`config.mk`:
```
export PLATFORM = sky130hd
export DESIGN_NAME = corner_point_merge_table
export DESIGN_NICKNAME = d
export VERILOG_FILES = /design/src/hdl/cpmt_pkg.sv /design/src/hdl/cpmt_front.sv /design/src/hdl/cpmt_cmd_fifo.sv /design/src/hdl/cpmt_back.sv /design/src/hdl/corner_point_merge_table.sv
export SDC_FILE = /design/constraint.sdc
export NUM_CORES = 2
export LEC_CHECK = 0
export BUFFER_PORTS_ARGS = -buffer_cell sky130_fd_sc_hd__clkbuf_2
export CAP_MARGIN = 25
export CELL_PAD_IN_SITES_DETAIL_PLACEMENT = 1
export CELL_PAD_IN_SITES_GLOBAL_PLACEMENT = 1
export CORE_UTILIZATION = 25
export CTS_CLUSTER_SIZE = 40
export DETAILED_ROUTE_END_ITERATION = 16
export GPL_ROUTABILITY_DRIVEN = 0
export PLACE_DENSITY = 0.54
export SYNTH_ARGS = -nofsm -noshare
export SYNTH_HDL_FRONTEND = slang
export SYNTH_HIERARCHICAL = 1
export SYNTH_SLANG_ARGS = --single-unit
```
`constraint.sdc`:
```
create_clock -name clk -period 8.6 [get_ports clk]
set_input_delay 0.43 -clock clk [delete_from_list [all_inputs] [get_ports clk]]
set_output_delay 0.43 -clock clk [all_outputs]
set_load 0.01 [all_outputs]
```
`src/hdl/cpmt_pkg.sv`:
```
// Shared types, codes and constants of the corner point merge table.
package cpmt_pkg;

  localparam int MAX_MARKS_DEF  = 64;
  localparam int COORD_BITS     = 11;
  localparam int SCORE_BITS     = 16;
  localparam int SLOT_BITS      = 6;
  localparam int COUNT_BITS     = 7;
  localparam int REQ_BITS       = 2;
  localparam int MD_BITS        = 8;
  localparam int CFG_IDX_BITS   = 3;
  localparam int CFG_DATA_BITS  = COORD_BITS + 1;
  localparam int CMDQ_DEPTH     = 2;

  localparam int REGION_END_RST = 1 << COORD_BITS;
  localparam int MERGE_DIST_RST = 10;

  typedef enum logic [REQ_BITS-1:0] {
    REQ_OFFER = 2'd0,
    REQ_READ  = 2'd1,
    REQ_CLEAR = 2'd2,
    REQ_RSVD  = 2'd3
  } req_t;

  typedef enum logic [CFG_IDX_BITS-1:0] {
    CFG_X_START    = 3'd0,
    CFG_X_END      = 3'd1,
    CFG_Y_START    = 3'd2,
    CFG_Y_END      = 3'd3,
    CFG_MERGE_DIST = 3'd4
  } cfg_idx_t;

  typedef enum logic [1:0] {
    CMD_OFFER,
    CMD_READ,
    CMD_CLEAR,
    CMD_IGNORE
  } cmd_kind_t;

  typedef enum logic [2:0] {
    ACT_INSERTED = 3'd0,
    ACT_REPLACED = 3'd1,
    ACT_KEPT     = 3'd2,
    ACT_DROPPED  = 3'd3,
    ACT_OUTSIDE  = 3'd4,
    ACT_READ     = 3'd5,
    ACT_CLEARED  = 3'd6
  } action_t;

  typedef enum logic [1:0] {
    B_IDLE,
    B_FETCH,
    B_SCAN,
    B_OUT
  } back_state_t;

  typedef struct packed {
    cmd_kind_t               kind;
    logic [COORD_BITS-1:0]   x;
    logic [COORD_BITS-1:0]   y;
    logic [SCORE_BITS-1:0]   score;
    logic [SLOT_BITS-1:0]    slot;
  } cmd_t;

  typedef struct packed {
    logic [COORD_BITS-1:0]   x;
    logic [COORD_BITS-1:0]   y;
    logic [SCORE_BITS-1:0]   score;
  } mark_t;

  typedef struct packed {
    action_t                 action;
    logic [SLOT_BITS-1:0]    slot;
    logic [COORD_BITS-1:0]   x;
    logic [COORD_BITS-1:0]   y;
    logic                    valid;
    logic [COUNT_BITS-1:0]   count;
  } result_t;

endpackage

```
`src/hdl/cpmt_front.sv`:
```
// Front part: configuration registers, item intake and request classification.
module cpmt_front
  import cpmt_pkg::*;
(
  input  logic                      clk,
  input  logic                      rst_n,
  input  logic                      in_push,
  input  logic [REQ_BITS-1:0]       in_req_type,
  input  logic [COORD_BITS-1:0]     in_point_x,
  input  logic [COORD_BITS-1:0]     in_point_y,
  input  logic [SCORE_BITS-1:0]     in_point_score,
  input  logic [SLOT_BITS-1:0]      in_read_slot,
  input  logic                      cfg_we,
  input  logic [CFG_IDX_BITS-1:0]   cfg_index,
  input  logic [CFG_DATA_BITS-1:0]  cfg_data,
  input  logic                      q_full,
  output logic                      q_push,
  output cmd_t                      q_cmd,
  output logic [MD_BITS-1:0]        merge_dist
);

  logic [COORD_BITS-1:0] x_start_r;
  logic [COORD_BITS:0]   x_end_r;
  logic [COORD_BITS-1:0] y_start_r;
  logic [COORD_BITS:0]   y_end_r;
  logic [MD_BITS-1:0]    merge_dist_r;
  logic                  outside;

  always_ff @(posedge clk) begin
    if (!rst_n) begin
      x_start_r    <= '0;
      x_end_r      <= (COORD_BITS+1)'(REGION_END_RST);
      y_start_r    <= '0;
      y_end_r      <= (COORD_BITS+1)'(REGION_END_RST);
      merge_dist_r <= MD_BITS'(MERGE_DIST_RST);
    end else if (cfg_we) begin
      unique case (cfg_index)
        CFG_X_START:    x_start_r    <= cfg_data[COORD_BITS-1:0];
        CFG_X_END:      x_end_r      <= cfg_data[COORD_BITS:0];
        CFG_Y_START:    y_start_r    <= cfg_data[COORD_BITS-1:0];
        CFG_Y_END:      y_end_r      <= cfg_data[COORD_BITS:0];
        CFG_MERGE_DIST: merge_dist_r <= cfg_data[MD_BITS-1:0];
        default: ;
      endcase
    end
  end

  // Crossed or empty bounds make every point fall outside.
  assign outside = (in_point_x < x_start_r) || ({1'b0, in_point_x} >= x_end_r) ||
                   (in_point_y < y_start_r) || ({1'b0, in_point_y} >= y_end_r);

  always_comb begin
    q_cmd.x     = in_point_x;
    q_cmd.y     = in_point_y;
    q_cmd.score = in_point_score;
    q_cmd.slot  = in_read_slot;
    unique case (in_req_type)
      REQ_OFFER: q_cmd.kind = outside ? CMD_IGNORE : CMD_OFFER;
      REQ_READ:  q_cmd.kind = CMD_READ;
      REQ_CLEAR: q_cmd.kind = CMD_CLEAR;
      default:   q_cmd.kind = CMD_IGNORE;
    endcase
  end

  assign q_push     = in_push && !q_full;
  assign merge_dist = merge_dist_r;

endmodule

```
`src/hdl/cpmt_cmd_fifo.sv`:
```
// Short command queue that decouples the front part from the back part.
module cpmt_cmd_fifo
  import cpmt_pkg::*;
(
  input  logic clk,
  input  logic rst_n,
  input  logic push,
  input  cmd_t din,
  output logic full,
  input  logic pop,
  output cmd_t dout,
  output logic empty
);

  localparam int PW = (CMDQ_DEPTH > 1) ? $clog2(CMDQ_DEPTH) : 1;
  localparam int NW = $clog2(CMDQ_DEPTH + 1);

  cmd_t          buf_r [CMDQ_DEPTH];
  logic [PW-1:0] wp_r, wp_nxt;
  logic [PW-1:0] rp_r, rp_nxt;
  logic [NW-1:0] cnt_r, cnt_nxt;
  logic          do_push, do_pop;

  assign full    = (32'(cnt_r) == CMDQ_DEPTH);
  assign empty   = (cnt_r == '0);
  assign do_push = push && !full;
  assign do_pop  = pop && !empty;
  assign dout    = buf_r[rp_r];

  always_comb begin
    wp_nxt  = wp_r;
    rp_nxt  = rp_r;
    cnt_nxt = cnt_r;
    if (do_push) begin
      wp_nxt = (32'(wp_r) == CMDQ_DEPTH - 1) ? '0 : wp_r + 1'b1;
    end
    if (do_pop) begin
      rp_nxt = (32'(rp_r) == CMDQ_DEPTH - 1) ? '0 : rp_r + 1'b1;
    end
    if (do_push && !do_pop) begin
      cnt_nxt = cnt_r + 1'b1;
    end else if (do_pop && !do_push) begin
      cnt_nxt = cnt_r - 1'b1;
    end
  end

  always_ff @(posedge clk) begin
    if (!rst_n) begin
      wp_r  <= '0;
      rp_r  <= '0;
      cnt_r <= '0;
    end else begin
      wp_r  <= wp_nxt;
      rp_r  <= rp_nxt;
      cnt_r <= cnt_nxt;
    end
  end

  always_ff @(posedge clk) begin
    if (do_push) begin
      buf_r[wp_r] <= din;
    end
  end

endmodule

```
`src/hdl/cpmt_back.sv`:
```
// Back part: mark memory, slot scan sequencer and result register.
module cpmt_back
  import cpmt_pkg::*;
#(
  parameter int MAX_MARKS = MAX_MARKS_DEF
) (
  input  logic               clk,
  input  logic               rst_n,
  input  logic               q_empty,
  input  cmd_t               q_cmd,
  output logic               q_pop,
  input  logic [MD_BITS-1:0] merge_dist,
  output logic               out_empty,
  input  logic               out_pop,
  output result_t            out_res
);

  localparam int IW = (MAX_MARKS > 1) ? $clog2(MAX_MARKS) : 1;
  localparam int CW = $clog2(MAX_MARKS + 1);

  back_state_t     state_r, state_nxt;
  cmd_t            cmd_r, cmd_nxt;
  logic [IW-1:0]   idx_r, idx_nxt;
  logic [CW-1:0]   fill_r, fill_nxt;
  result_t         res_r, res_nxt;
  result_t         out_r, out_nxt;
  logic            out_valid_r, out_valid_nxt;

  mark_t           mem [MAX_MARKS];
  mark_t           rd_data_r;
  mark_t           mem_wd;
  logic            mem_we;
  logic [IW-1:0]   mem_wa;
  logic [IW-1:0]   rd_addr;

  logic [COORD_BITS-1:0] dx, dy;
  logic            hit, higher, last, has_room, read_hit, fill_zero, out_free;

  // While scanning, the next slot is fetched as the current one is compared.
  assign rd_addr = (state_r == B_SCAN) ? idx_r + 1'b1 : idx_r;

  always_ff @(posedge clk) begin
    if (mem_we) begin
      mem[mem_wa] <= mem_wd;
    end
    rd_data_r <= mem[rd_addr];
  end

  assign dx = (cmd_r.x > rd_data_r.x) ? cmd_r.x - rd_data_r.x : rd_data_r.x - cmd_r.x;
  assign dy = (cmd_r.y > rd_data_r.y) ? cmd_r.y - rd_data_r.y : rd_data_r.y - cmd_r.y;
  assign hit = (dx < {{(COORD_BITS-MD_BITS){1'b0}}, merge_dist}) &&
               (dy < {{(COORD_BITS-MD_BITS){1'b0}}, merge_dist});
  assign higher    = cmd_r.score > rd_data_r.score;
  assign last      = (32'(idx_r) + 32'd1) >= 32'(fill_r);
  assign has_room  = 32'(fill_r) < MAX_MARKS;
  assign read_hit  = 32'(q_cmd.slot) < 32'(fill_r);
  assign fill_zero = (fill_r == '0);
  assign out_free  = !out_valid_r || out_pop;

  always_comb begin
    state_nxt = state_r;
    unique case (state_r)
      B_IDLE: begin
        if (!q_empty) begin
          case (q_cmd.kind)
            CMD_OFFER: state_nxt = fill_zero ? B_OUT : B_FETCH;
            CMD_READ:  state_nxt = read_hit ? B_FETCH : B_OUT;
            default:   state_nxt = B_OUT;
          endcase
        end
      end
      B_FETCH: state_nxt = B_SCAN;
      B_SCAN: begin
        if (cmd_r.kind == CMD_READ || hit || last) begin
          state_nxt = B_OUT;
        end
      end
      B_OUT: begin
        if (out_free) begin
          state_nxt = B_IDLE;
        end
      end
    endcase
  end

  always_comb begin
    cmd_nxt       = cmd_r;
    idx_nxt       = idx_r;
    fill_nxt      = fill_r;
    res_nxt       = res_r;
    out_nxt       = out_r;
    out_valid_nxt = out_valid_r && !out_pop;
    q_pop         = 1'b0;
    mem_we        = 1'b0;
    mem_wa        = idx_r;
    mem_wd.x      = cmd_r.x;
    mem_wd.y      = cmd_r.y;
    mem_wd.score  = cmd_r.score;
    unique case (state_r)
      B_IDLE: begin
        if (!q_empty) begin
          q_pop         = 1'b1;
          cmd_nxt       = q_cmd;
          res_nxt       = '0;
          res_nxt.count = COUNT_BITS'(fill_r);
          case (q_cmd.kind)
            CMD_OFFER: begin
              idx_nxt = '0;
              res_nxt.action = ACT_INSERTED;
              // An empty table takes the point in slot zero without a scan.
              if (fill_zero) begin
                mem_we        = 1'b1;
                mem_wa        = '0;
                mem_wd.x      = q_cmd.x;
                mem_wd.y      = q_cmd.y;
                mem_wd.score  = q_cmd.score;
                fill_nxt      = CW'(1);
                res_nxt.x     = q_cmd.x;
                res_nxt.y     = q_cmd.y;
                res_nxt.valid = 1'b1;
                res_nxt.count = COUNT_BITS'(1);
              end
            end
            CMD_READ: begin
              idx_nxt        = IW'(q_cmd.slot);
              res_nxt.action = ACT_READ;
              res_nxt.slot   = q_cmd.slot;
            end
            CMD_CLEAR: begin
              fill_nxt       = '0;
              res_nxt.action = ACT_CLEARED;
              res_nxt.count  = '0;
            end
            default: begin
              res_nxt.action = ACT_OUTSIDE;
            end
          endcase
        end
      end
      B_FETCH: ;
      B_SCAN: begin
        if (cmd_r.kind == CMD_READ) begin
          res_nxt.x     = rd_data_r.x;
          res_nxt.y     = rd_data_r.y;
          res_nxt.valid = 1'b1;
        end else if (hit) begin
          res_nxt.slot  = SLOT_BITS'(idx_r);
          res_nxt.valid = 1'b1;
          if (higher) begin
            mem_we         = 1'b1;
            mem_wa         = idx_r;
            res_nxt.action = ACT_REPLACED;
            res_nxt.x      = cmd_r.x;
            res_nxt.y      = cmd_r.y;
          end else begin
            res_nxt.action = ACT_KEPT;
            res_nxt.x      = rd_data_r.x;
            res_nxt.y      = rd_data_r.y;
          end
        end else if (!last) begin
          idx_nxt = idx_r + 1'b1;
        end else if (has_room) begin
          mem_we         = 1'b1;
          mem_wa         = IW'(fill_r);
          fill_nxt       = fill_r + 1'b1;
          res_nxt.action = ACT_INSERTED;
          res_nxt.slot   = SLOT_BITS'(fill_r);
          res_nxt.x      = cmd_r.x;
          res_nxt.y      = cmd_r.y;
          res_nxt.valid  = 1'b1;
          res_nxt.count  = COUNT_BITS'(fill_r + 1'b1);
        end else begin
          res_nxt.action = ACT_DROPPED;
        end
      end
      B_OUT: begin
        if (out_free) begin
          out_nxt       = res_r;
          out_valid_nxt = 1'b1;
        end
      end
    endcase
  end

  always_ff @(posedge clk) begin
    if (!rst_n) begin
      state_r     <= B_IDLE;
      fill_r      <= '0;
      out_valid_r <= 1'b0;
    end else begin
      state_r     <= state_nxt;
      fill_r      <= fill_nxt;
      out_valid_r <= out_valid_nxt;
    end
  end

  always_ff @(posedge clk) begin
    cmd_r <= cmd_nxt;
    idx_r <= idx_nxt;
    res_r <= res_nxt;
    out_r <= out_nxt;
  end

  assign out_empty = !out_valid_r;
  assign out_res   = out_r;

endmodule

```
`src/hdl/corner_point_merge_table.sv`:
```
// Top level of the corner point merge table.
//
// Items enter through a queue-like port: an item is taken at a clock edge with
// in_push high and in_full low. A front part classifies it (offer, read, clear,
// or ignored when outside the region or of an unknown type) and places it in a
// two-entry command queue. A back part carries each item out against the mark
// memory and leaves one result in an output register, shown while out_empty is
// low and taken at an edge with out_pop high.
// A clear, an ignored item, a read of an empty slot or a point offered to an
// empty table needs no scan; a read of a held slot fetches only that slot. Any
// other offered point scans the held marks in slot order, one mark a cycle
// through the single read port of the mark memory, up to the first mark closer
// than the merge distance on both axes or the last held mark. Items are carried
// out one at a time. If the receiver stalls, the finished result waits in the
// output register while the back part works on the next item and the command
// queue keeps taking items until it is full. Synchronous reset empties the
// table and both queues and loads the region and merge distance registers with
// their defaults. Configuration is written through cfg_we, cfg_index and
// cfg_data by the user only while idle; the block itself does not enforce it.
module corner_point_merge_table
  import cpmt_pkg::*;
#(
  parameter int MAX_MARKS = MAX_MARKS_DEF
) (
  input  logic                      clk,
  input  logic                      rst_n,
  input  logic                      in_push,
  output logic                      in_full,
  input  logic [REQ_BITS-1:0]       in_req_type,
  input  logic [COORD_BITS-1:0]     in_point_x,
  input  logic [COORD_BITS-1:0]     in_point_y,
  input  logic [SCORE_BITS-1:0]     in_point_score,
  input  logic [SLOT_BITS-1:0]      in_read_slot,
  output logic                      out_empty,
  input  logic                      out_pop,
  output logic [2:0]                out_action,
  output logic [SLOT_BITS-1:0]      out_slot_index,
  output logic [COORD_BITS-1:0]     out_entry_x,
  output logic [COORD_BITS-1:0]     out_entry_y,
  output logic                      out_entry_valid,
  output logic [COUNT_BITS-1:0]     out_mark_count,
  input  logic                      cfg_we,
  input  logic [CFG_IDX_BITS-1:0]   cfg_index,
  input  logic [CFG_DATA_BITS-1:0]  cfg_data
);

  logic               q_push, q_full, q_pop, q_empty;
  cmd_t               q_in, q_out;
  logic [MD_BITS-1:0] merge_dist;
  result_t            res;

  cpmt_front u_front (
    .clk            (clk),
    .rst_n          (rst_n),
    .in_push        (in_push),
    .in_req_type    (in_req_type),
    .in_point_x     (in_point_x),
    .in_point_y     (in_point_y),
    .in_point_score (in_point_score),
    .in_read_slot   (in_read_slot),
    .cfg_we         (cfg_we),
    .cfg_index      (cfg_index),
    .cfg_data       (cfg_data),
    .q_full         (q_full),
    .q_push         (q_push),
    .q_cmd          (q_in),
    .merge_dist     (merge_dist)
  );

  cpmt_cmd_fifo u_cmd_fifo (
    .clk   (clk),
    .rst_n (rst_n),
    .push  (q_push),
    .din   (q_in),
    .full  (q_full),
    .pop   (q_pop),
    .dout  (q_out),
    .empty (q_empty)
  );

  cpmt_back #(
    .MAX_MARKS (MAX_MARKS)
  ) u_back (
    .clk        (clk),
    .rst_n      (rst_n),
    .q_empty    (q_empty),
    .q_cmd      (q_out),
    .q_pop      (q_pop),
    .merge_dist (merge_dist),
    .out_empty  (out_empty),
    .out_pop    (out_pop),
    .out_res    (res)
  );

  assign in_full         = q_full;
  assign out_action      = res.action;
  assign out_slot_index  = res.slot;
  assign out_entry_x     = res.x;
  assign out_entry_y     = res.y;
  assign out_entry_valid = res.valid;
  assign out_mark_count  = res.count;

endmodule

```
==> impl_results.md <==
- Status: finished, final reports clean
- Final slew viol count: 0
- Syn_nets: between 5000 and 6000
- Via density: approximately 4.7
- Leak Pwr: between 40 and 50 nW
- Setup Skew: 0.0633 ns
- # rows: about 240
- Fraction of layout cells with a size suffix above 1: 0.279
- Register area share after synthesis: 0.743
- Mean post-synth cell area: ~21 sq um
- Setup ws final: ~0.73 ns
- Crit path max fanout: 22
- Netlist cell types: 84
- Crit path cell chain: inv_1, ha_1, and4_4, nand2_2, o41ai_2, a31oi_1, mux2_2, a221o_1, a221oi_1, o21ai_0, xor2_1, ha_1, nand4_1, nor3_1, a2111oi_0, o211ai_1, buf_4, o31a_1, a311oi_4, buf_4, nand4b_1, nor3_2, buf_4
- Final net count: 5843
- Most frequent cells in the layout: 2648 x edfxtp_1, 743 x mux4_2, 351 x nand2_1
- Worst min path class: in -> reg
- Most frequent CP cell: buf_4
- Worst setup EP type: flip-flop
- Initial DRC Count: around 6500
- Top cells by area, synth: edfxtp_1 72%, mux4_2 15%, dfxtp_1 1.9%
- CTS sink cnt: approximately 2800
- RSZ-0062 raised after global routing: no
- Non-filler cells, final: between 10000 and 15000
- Max Fclk: approximately 130 MHz
- Ys async rst share: 0
- First-pass GRT wire length: approximately 450 mm
- Pre-CTS WS: 0.793 ns
- PortBufs: around 110
- Post_cts resized: 0
- Max_slew headroom: 0.268
- WP buf/inv: 4
- Die Area: 442000 sq um
- Most common cell after layout, fill and taps aside: edfxtp_1
- Overflow after GRT: 0
- Vias in the first global route: 56300
- Worst r2r dst: u_back/mem[32][37]
- Placed instance count: about 11000
- Min-Delay Path Depth: 3
- Worst Hold Endpoint: u_cmd_fifo/buf_r[1][44]
- EDFF count, synth: 2648
- Hold_sp: in_req_type[0]
- Drt drc: 0
- Cell type with the highest aggregate area in the netlist: edfxtp_1
- CTS tree: done
- Total power: roughly 50 mW
- CP arrival: about 8.4 ns
- Vias: around 55000
- Clk_lat worst skew: roughly 0.88 ns
- Area growth, synth to finish: 16.9%
- Final period util: 0.915
- Final WL: approximately 320 mm
- Cell area after synthesis: approximately 110000 sq um
- Critical path's slowest cell: a311oi_4
- Crit-path max cell delay: slightly below 0.8 ns
- Die Span X: around 660 microns
- Worst-Margin Slew: about 1.1 ns
- Die height: around 660 microns
- Io pins: 107
- Crit path kind: reg -> reg
- Delay-heaviest family, CP: compound AO/OA/AOI/OAI gates
- Post-synth top area share: 0.724
- CTS Buf Count: a little under 300
- Core Area: around 440000 sq um
- Worst R2R Start: u_back/cmd_r[39]
- Hpwl dp: about 200 mm
- CTS H-tree depth: 5
- R2r setup slk: between 0.7 and 0.8 ns
- Crit start category: flip-flop
- Initial antenna violation count: 54
- Initial Util: 0.251
- Min Tclk post-route: between 7 and 8 ns
- Final setup fails: 0
- Worst vdd ir: 0.371 mV
- Setup TNS: 0 ns
- Routed length per instance: between 20 and 30 microns
- CTS clk-pin slew, worst paths: roughly 0.060 ns
- Power Dens Cells: slightly below 400 nW/um^2
- Worst EP required: a little over 9 ns
- Total track usage: 0.141
- Main flop type after synthesis: edfxtp_1
- Clock buffer depth: 4
- Register-to-Register Path Depth: 23
- Drt first pass iters: 5
- CTS Root Cell: clkbuf_16
- #FFs+latches synth: between 2000 and 3000
- Fin. Hold Viols: 0
- Final ANT Viol Nets: 0
- YS warnings: 6
- Cells after Synth: roughly 5300
- Largest net degree at the start of global routing: 118
- Crit path launch: u_back/cmd_r[39]
- Max-cap violation count: 0
-- final cells by class --
| type | count | area, sq um |
|---|---|---|
| fillers | 44400 | 309000 |
| flip-flops and latches | 2755 | 81700 |
| multi-input cells | 2117 | 26900 |
| clock buffers | 355 | 7760 |
| well taps | 5757 | 7200 |
| repair buffers | 341 | 3150 |
| clock inverters | 158 | 1210 |
| inverters | 133 | 499 |
| diodes | 8 | 20.0 |
-- sequential cells by signal, summed over array words and instances, names as in the netlist, 11 cells and up, named ones only --
| name | count |
|---|---|
| u_back/cmd_r | 40 |
| u_back/out_res | 39 |
| u_back/rd_data_r | 38 |
| u_cmd_fifo/buf_r | 92 |
| u_front/y_end_r | 12 |
| u_front/y_start_r | 11 |
| u_back/mem | 2432 |
| u_front/x_end_r | 12 |
| u_back/res_r | 39 |
| u_front/x_start_r | 11 |
-- Yosys cell counts (all sizes together) (8+ instances only) --
cell,instances
nand3,45
buf,152
nor2b,16
and3,43
nor3,71
xnor2,14
a211oi,28
inv,133
dfxtp,107
nand4,11
a21oi,76
a311oi,14
o21ai,87
and2,21
a21boi,61
mux2,90
clkbuf,170
a31oi,43
nand2,353
nor2,34
xor2,15
ha,133
mux2i,47
o21a,13
a21o,34
o22ai,9
nor3b,8
edfxtp,2648
mux4,743
nand2b,11
-- tightest hold or removal path: cells and delay by family --
| family | cells | cell delay [ns] |
|---|---|---|
| buffers and inverters | 1 | 0.11 |
| AND/OR/NAND/NOR | 1 | 0.11 |
| AO/OA/AOI/OAI | 1 | 0.08 |
-- through the flow --
stage	hold WS [ns]	utilization	area, sq um
after floorplan	0.400	-	110000
after global placement	0.402	0.271	119000
after detailed placement	0.406	0.271	119000
after CTS	0.0444	0.293	128000
after global routing	0.0798	0.293	128000
final	0.100	0.293	128000
-- power breakdown --
group / internal, mW / total (mW) / switching [mW]
registers: 16.9 / 17.2 / 0.330
clock network: 6.81 / 12.1 / 5.26
logic: 7.59 / 20.8 / 13.2
-- kinds of logic (layout without fill, tap and decap cells) --
group | Yosys count | count (layout) | synth area share
AND/OR/NAND/NOR | 656 | 656 | 0.0291
XOR/XNOR | 29 | 29 | 0.00231
flip-flops | 2755 | 2755 | 0.743
multiplexers | 880 | 880 | 0.166
adder cells (fa/ha/maj) | 137 | 137 | 0.0159
buffers and inverters | 455 | 987 | 0.0179
other | 0 | 8 | 0
AO/OA/AOI/OAI | 415 | 415 | 0.0258
-- repair_timing --
item	4_1_cts	5_1_grt
hold buffers	57	0
setup buffers	0	0
hold endpoints to repair	140	0
-- worst max-delay path by stage --
stage / end / slack, ns / depth (start not counted)
floorplan: u_back/mem[49][0] / 0.18 / 20
global route: u_back/mem[33][36] / 0.35 / 22
finish: u_back/mem[32][37] / 0.73 / 23
CTS: u_back/mem[33][36] / 0.75 / 23
detailed placement: u_back/mem[33][27] / 0.79 / 23
global placement: u_back/mem[49][28] / 0.69 / 22
-- per-layer routing --
layer  vias to the layer above  wire length (microns)  global-route usage
li1                      22500                      -                   -
met1                     30200                 144000               0.206
met2                      1963                 147000               0.221
met3                       316                  24900              0.0283
met4                         2                   4800              0.0233
met5                         -                     13                   0
(Power assumes the default switching activity.)
